$ cat src/hw/rtl/lphm_pkg.sv
// Shared constants and types for the linear-probing hash map.
`default_nettype none
package lphm_pkg;

    // One-word FNV-1a hash constants.
    localparam logic [31:0] FNV_OFFSET = 32'h811c_9dc5;
    localparam logic [31:0] FNV_PRIME  = 32'h0100_0193;

    // Operation codes carried on the func field.
    localparam logic FUNC_SET = 1'b0;
    localparam logic FUNC_GET = 1'b1;

    // Write strobes from the sequencer to the slot table.
    typedef struct packed {
        logic key_wr;
        logic value_wr;
    } lphm_wr_t;

endpackage
`default_nettype wire

$ cat src/hw/rtl/lphm_hash.sv
// Registered hash unit that maps a key to its home slot.
`default_nettype none
module lphm_hash
    import lphm_pkg::*;
#(
    parameter int IDX_W = 6
) (
    input  wire logic             clk,
    input  wire logic [31:0]      key,
    output logic      [IDX_W-1:0] home
);

    logic [31:0]      product;
    logic [IDX_W-1:0] home_reg;

    // The hash is taken modulo 2^32; the slot index is its low bits.
    assign product = (FNV_OFFSET ^ key) * FNV_PRIME;

    always_ff @(posedge clk)
    begin
        home_reg <= product[IDX_W-1:0];
    end

    assign home = home_reg;

endmodule
`default_nettype wire

$ cat config.mk
export PLATFORM = sky130hd
export DESIGN_NAME = lphm_hash
export DESIGN_NICKNAME = d
export VERILOG_FILES = /design/src/hw/rtl/lphm_pkg.sv /design/src/hw/rtl/lphm_hash.sv
export SDC_FILE = /design/constraint.sdc
export NUM_CORES = 1
export LEC_CHECK = 0
export ABC_AREA = 1
export CORE_AREA = 2 2 39 41
export CTS_CLUSTER_DIAMETER = 150
export DETAILED_ROUTE_END_ITERATION = 10
export DIE_AREA = 0 0 41 43
export DONT_BUFFER_PORTS = 1
export SETUP_SLACK_MARGIN = 0.05
export SLEW_MARGIN = 20
export SYNTH_ARGS = -nofsm -noshare
export SYNTH_HDL_FRONTEND = slang
export SYNTH_SLANG_ARGS = --single-unit
$ cat constraint.sdc
create_clock -name clk -period 2.87 [get_ports clk]
set_input_delay 0.287 -clock clk [delete_from_list [all_inputs] [get_ports clk]]
set_output_delay 0.287 -clock clk [all_outputs]
set_load 0.03 [all_outputs]
* Word level (Yosys, flattened, before mapping)
Cells that the tools add are included.
** Storage, ports and cells
- Output and inout bits :: 6
- Register bits after elaboration :: 6
** Operators by class
- Multipliers :: 1
- Bitwise operators :: 1
** Operator list (number)
- 32-bit by 25-bit multiplier with 6-bit output, second input constant :: 1
- 14-bit NOT :: 1

* Logic depth before layout (Yosys ltp)
Gate-level depths: netlist of the first run.
- Word-level depth :: 2
- Gate-level depth with buffers :: 14

* Worst setup path before layout of the first run
No wires, ideal clock.
- Kind :: input port to flip-flop
- Start :: input port key[3]
- End :: register home_reg[5], in the netlist home[5]
- Library setup time :: 112 ps
- Stages :: 13
- Arrival time :: 1934 ps
- Path buffers :: 0
- Path slack :: 824 ps
- Required time :: 2758 ps
- Cells stage by stage :: ha_1 ha_1 ha_1 inv_1 fa_1 inv_1 nand2_1 nand2_1 nand2_1 nand2_1 inv_1 nand2_1 nand2_1
** Between the ends
- Word-level cells in the longest chain between the ends :: 1
** RTL lines
- start, declared :: RTL line lphm_hash.sv:9 : input wire logic [31:0] key,
- 32-bit by 25-bit multiplier with 6-bit output :: RTL line lphm_hash.sv:17 : assign product = (FNV_OFFSET ^ key) * FNV_PRIME;
- net product[5] :: RTL line lphm_hash.sv:13 : logic [31:0] product;
- end signal, assigned :: RTL line lphm_hash.sv:21 : home_reg <= product[IDX_W-1:0];
- end, declared :: RTL line lphm_hash.sv:14 : logic [IDX_W-1:0] home_reg;
The timed path passes the listed nets, and every way through them passes these cells.

* Final worst setup path of the first run
Same ends and word-level chain as after synthesis.

==> flow_summary.ini, run 1 <==
[worst_setup_path]
critPathMostFrequentCell = nand2_1
slowest_delay_ns = 0.44
path_delay_family = adder cells
cp_cell_sequence = ha_1, ha_1, ha_1, inv_1, fa_1, inv_1, nand2_1, nand2_1, nand2_1, nand2_1, inv_1, nand2_1, nand2_1
path_buf_inv = 3
cp.arrival_ns = 2.02
crit_path_top_delay_cell = fa_1
cp.required_ns = 3.01
worstPathMaxFanout = 2
endpoint_kind = flop
cp-start-kind = primary input
criticalPathCategory = primary input to flop

[cts]
cts_setup_buffers = 0
clock_sinks = 6
cts_tree = done
post_cts_resized = 0
cts-htree-levels = 1
clock_path_buffers = 2
cts_made_buffers = 3
cts_hold_buf = 0
path_clk_slew_ns = 0.05
root_buffer = clkbuf_4

[route]
drtIter0Drc = 0
firstDrtPassIters = 1
drt-total-wl_um = 591
postRouteAntennaNets = 0
vias = 297
vias_per_cell = 4.07
post-route-drc-count = 0
post_drt_wl_per_cell_um = 8.10

[grt]
use_met1 = 0.0942
grt_pass1_vias = 250
grt_first_pass_wirelength_um = 931
grt_use_met3 = 0.0995
antenna_found_initial = 0
grt_max_degree = 6
busiest_layer = met2
overflow = 0
use_met2 = 0.100
grtUsageTotal = 0.0896

[placed_design]
port_buffers = 0
gp_congestion = 0.699
hpwl_um = 479

[timing]
maxSlewViolCount = 0
fmax_mhz = 533
finalCritPeriodShare = 0.654
setup_viol = 0
hold_viol = 0
finalSetupTns_ns = 0
max_slew_margin = 0.799
rsz0062_at_grt = no
min_period_ns = 1.88
max_slew.worst_pin.slew_ns = 0.302

[yosys]
synth_fp_nets = 97
async_flop_share = 0
synth_seq_cells = 6
yosysWarnings = 0
netlist.area_leader.share = 0.301
synth_edf_count = 0
synth_area_um2 = 399
synth_area_leaders = dfxtp_1, ha_1, nand2_1, inv_1, fa_1
synth_area_leader_cell = dfxtp_1
ys_types = 7
yosys.cell_count.top_type = nand2_1
yosys-top-cells-count = nand2_1, inv_1, ha_1
ys.flop_type = dfxtp_1
synth_cells = 54
yosysSeqAreaShare = 0.301
syn_avg_cell_area_um2 = 7.39

[finish]
area_delta_synth_final_pct = 10.7
fin_nets = 102
nFillCells = 155
multiInputGateArea_um2 = 219
num_antenna_cells = 0
register_area_um2 = 120
drive_gt1_frac = 0.0526
largest_reg_flops = 6
fin_util = 0.319

[floorplan]
die-area_um2 = 1760
ios = 39
design.core.area_um2 = 1380
die_y_um = 43
die_x_um = 41
num_rows = 14
start_util = 0.288

[pwr]
leakage_nw = 0.283
power_density_nw_per_um2 = 574
ir_drop_uv = 223

[hold_path]
hold_path_class = primary input to flop

[run]
maxCapViolCount = 0

[run_status]
status = completed
## where the power goes
part	internal (mW)	leakage [nW]	switching, mW	total [mW]
Clock	0.0474	0.0138	0.0312	0.0786
Combinational	0.0177	0.219	0.0230	0.0407
Sequential	0.0990	0.0506	0.0354	0.134
Total	0.164	0.283	0.0897	0.254
## path summary, 6_finish.rpt
path | end | start | slack (ns) | cells after the start
max | home[5] | key[3] | 0.99 | 13
min | home[0] | key[0] | 0.16 | 1
## stage by stage
| stage | power [mW] | hold slack, ns | std cells | setup WS, ns | area (um^2) |
|---|---|---|---|---|---|
| after floorplan | 0.170 | 0.384 | 54 | 0.824 | 399 |
| after global placement | 0.177 | 0.410 | 70 | 0.755 | 419 |
| final | 0.254 | 0.157 | 73 | 0.994 | 442 |
| after global routing | 0.278 | 0.138 | 73 | 0.869 | 442 |
| after CTS | 0.260 | 0.152 | 73 | 0.971 | 442 |
| after detailed placement | 0.178 | 0.412 | 70 | 0.704 | 419 |
## cell families (layout without fill, tap and decap cells)
logic type                 Yosys count  in the layout  share of synthesized area
and+or+nand+nor                     22             22                      0.216
adders and majority gates           10             10                      0.332
DFF                                  6              6                      0.301
buffers and inverters               16             19                      0.150
## placed cells by master (no fill, tap or decap), drive strengths merged
master,synthesis,final
nand2,17,17
inv,16,16
ha,9,9
dfxtp,6,6
nor2,4,4
clkbuf,0,3
nand3b,1,1
fa,1,1
## layer usage
| layer | up-vias | wire, um |
|---|---|---|
| met5 | - | 0 |
| met4 | 0 | 11 |
| met3 | 3 | 75 |
| met2 | 14 | 216 |
| met1 | 118 | 288 |
| li1 | 162 | - |
## final cells by class
cell class | instances | share of cell area
multi-input cells | 32 | 0.496
flip-flops and latches | 6 | 0.272
inverters | 16 | 0.136
clock buffers | 3 | 0.0510
well taps | 16 | 0.0453
(Power assumes the default switching activity.)
==> run 2: changes to the inputs <==
Clock period 2.87 ns to 1.5 ns, I/O delays scaled along.
==> run 2 against run 1 <==
  * Critical path type unchanged
  * Largest power group unchanged
  * The flow now finishes with violations (setup timing)
  * Combinational power rose to 2.8 times the previous value
  * Highest routed layer is now met3
  * Global-route usage down 0.41 points
  * Sequential cell count unchanged
  * Sequential power up 92%
  * Die area unchanged
==> flow_summary.ini, run 2 (same netlist as run 1, synthesis figures left out) <==
[floorplan]
ios = 39
num_rows = 14
die-area_um2 = 1760
design.core.area_um2 = 1380
die_x_um = 41
start_util = 0.288
die_y_um = 43

[timing]
finalCritPeriodShare = 1.01
min_period_ns = 1.52
hold_viol = 0
max_slew.worst_pin.slew_ns = 0.298
rsz0062_at_grt = yes
fmax_mhz = 659
layout_setup_ws_ns = -0.0176
maxSlewViolCount = 0
setup_viol = 1
max_slew_margin = 0.801

[cts]
path_clk_slew_ns = 0.04
cts_tree = done
root_buffer = clkbuf_4
cts_made_buffers = 3
clock_path_buffers = 2
clock_sinks = 6
cts-htree-levels = 1

[finish]
final_common_cell = nand2_1
drive_gt1_frac = 0.263
fin_cells = 73
multiInputGateArea_um2 = 289
largest_reg_flops = 6
area_delta_synth_final_pct = 28.8
register_area_um2 = 120
layout_common_cells = nand2_1, inv_1, dfxtp_1, ha_4, nor2_1
fin_nets = 102
nFillCells = 141
num_antenna_cells = 0

[worst_setup_path]
worstSetupStartpoint = key[3]
crit_cells = 13
slowest_delay_ns = 0.35
path_delay_family = adder cells
cp-start-kind = primary input
cp_cell_sequence = ha_4, ha_4, ha_4, inv_2, fa_2, inv_2, nand2_2, nand2_1, nand2_1, nand2_1, inv_1, nand2_1, nand2_1
cp.arrival_ns = 1.65
criticalPathCategory = primary input to flop
path_buf_inv = 3
crit_path_top_delay_cell = fa_2
cp-endpoint = home[5]
endpoint_kind = flop
critPathMostFrequentCell = nand2_1
cp.required_ns = 1.64
worstPathMaxFanout = 2

[hold_path]
hold_path_class = primary input to flop

[run]
maxCapViolCount = 0

[pwr]
power_density_nw_per_um2 = 991
ir_drop_uv = 694
leakage_nw = 0.277
power_mw = 0.510

[grt]
antenna_found_initial = 0
grt_pass1_vias = 268
grt_first_pass_wirelength_um = 938
grtUsageTotal = 0.0855
grt_max_degree = 6
overflow = 0

[placed_design]
port_buffers = 0
hpwl_um = 538
dp_cells = 70
gp_congestion = 0.614

[run_status]
violations = setup timing
status = finished with violations

[route]
wl_met2_um = 285
highest_layer = met3
vias_per_cell = 4.05
post_drt_wl_per_cell_um = 8.25
postRouteAntennaNets = 0
vias = 296
drtIter0Drc = 3
met1Wirelength_um = 262
firstDrtPassIters = 2
post-route-drc-count = 0
met3WireLength_um = 54
drt-total-wl_um = 602
[run 2: cell counts in the layout (fill, tap and decap cells not counted)]
Identical to the previous run, type by type.
[run 2: final cells by class]
cell class | instances | share of cell area
multi-input cells | 32 | 0.562
flip-flops and latches | 6 | 0.234
inverters | 16 | 0.122
clock buffers | 3 | 0.0438
well taps | 16 | 0.0389
[run 2: layer usage]
layer / vias to the layer above / track usage
met2: 11 / 0.128
li1: 162 / -
met4: 0 / 0
met1: 123 / 0.0841
met3: 0 / 0.0942
met5: - / 0
[run 2: timing repair]
item / in CTS / in global routing
resized for setup: 1 / 2
setup buffers: 0 / 0
setup endpoints to repair: 1 / 1
hold buffers: 0 / 0
[run 2: worst min-delay path by stage]
stage	startpoint	to	slack, ns	cells after the start
final	key[1]	home[1]	0.04	1
after global routing	key[1]	home[1]	0.02	1
after CTS	key[0]	home[0]	0.03	1
after detailed placement	key[1]	home[1]	0.28	1
after global placement	key[1]	home[1]	0.28	1
after floorplan	key[1]	home[1]	0.27	1
[run 2: where the power goes]
part           total, mW  switching (mW)  internal [mW]
Sequential         0.257          0.0673          0.190
Clock              0.141          0.0511         0.0900
Combinational      0.112          0.0557         0.0558
Total              0.510           0.174          0.335
[run 2: per-stage QoR]
stage	util	cell area, um^2	setup WS (ns)	TNS [ns]	hold slack (ns)
finish	0.372	514	-0.0176	-0.0176	0.0389
global route	0.372	514	-0.0677	-0.0677	0.0242
CTS	0.370	512	-0.00978	-0.00978	0.0310
detailed placement	0.352	487	-0.275	-0.338	0.282
global placement	0.352	487	-0.258	-0.317	0.278
floorplan	-	467	-0.192	-0.220	0.270
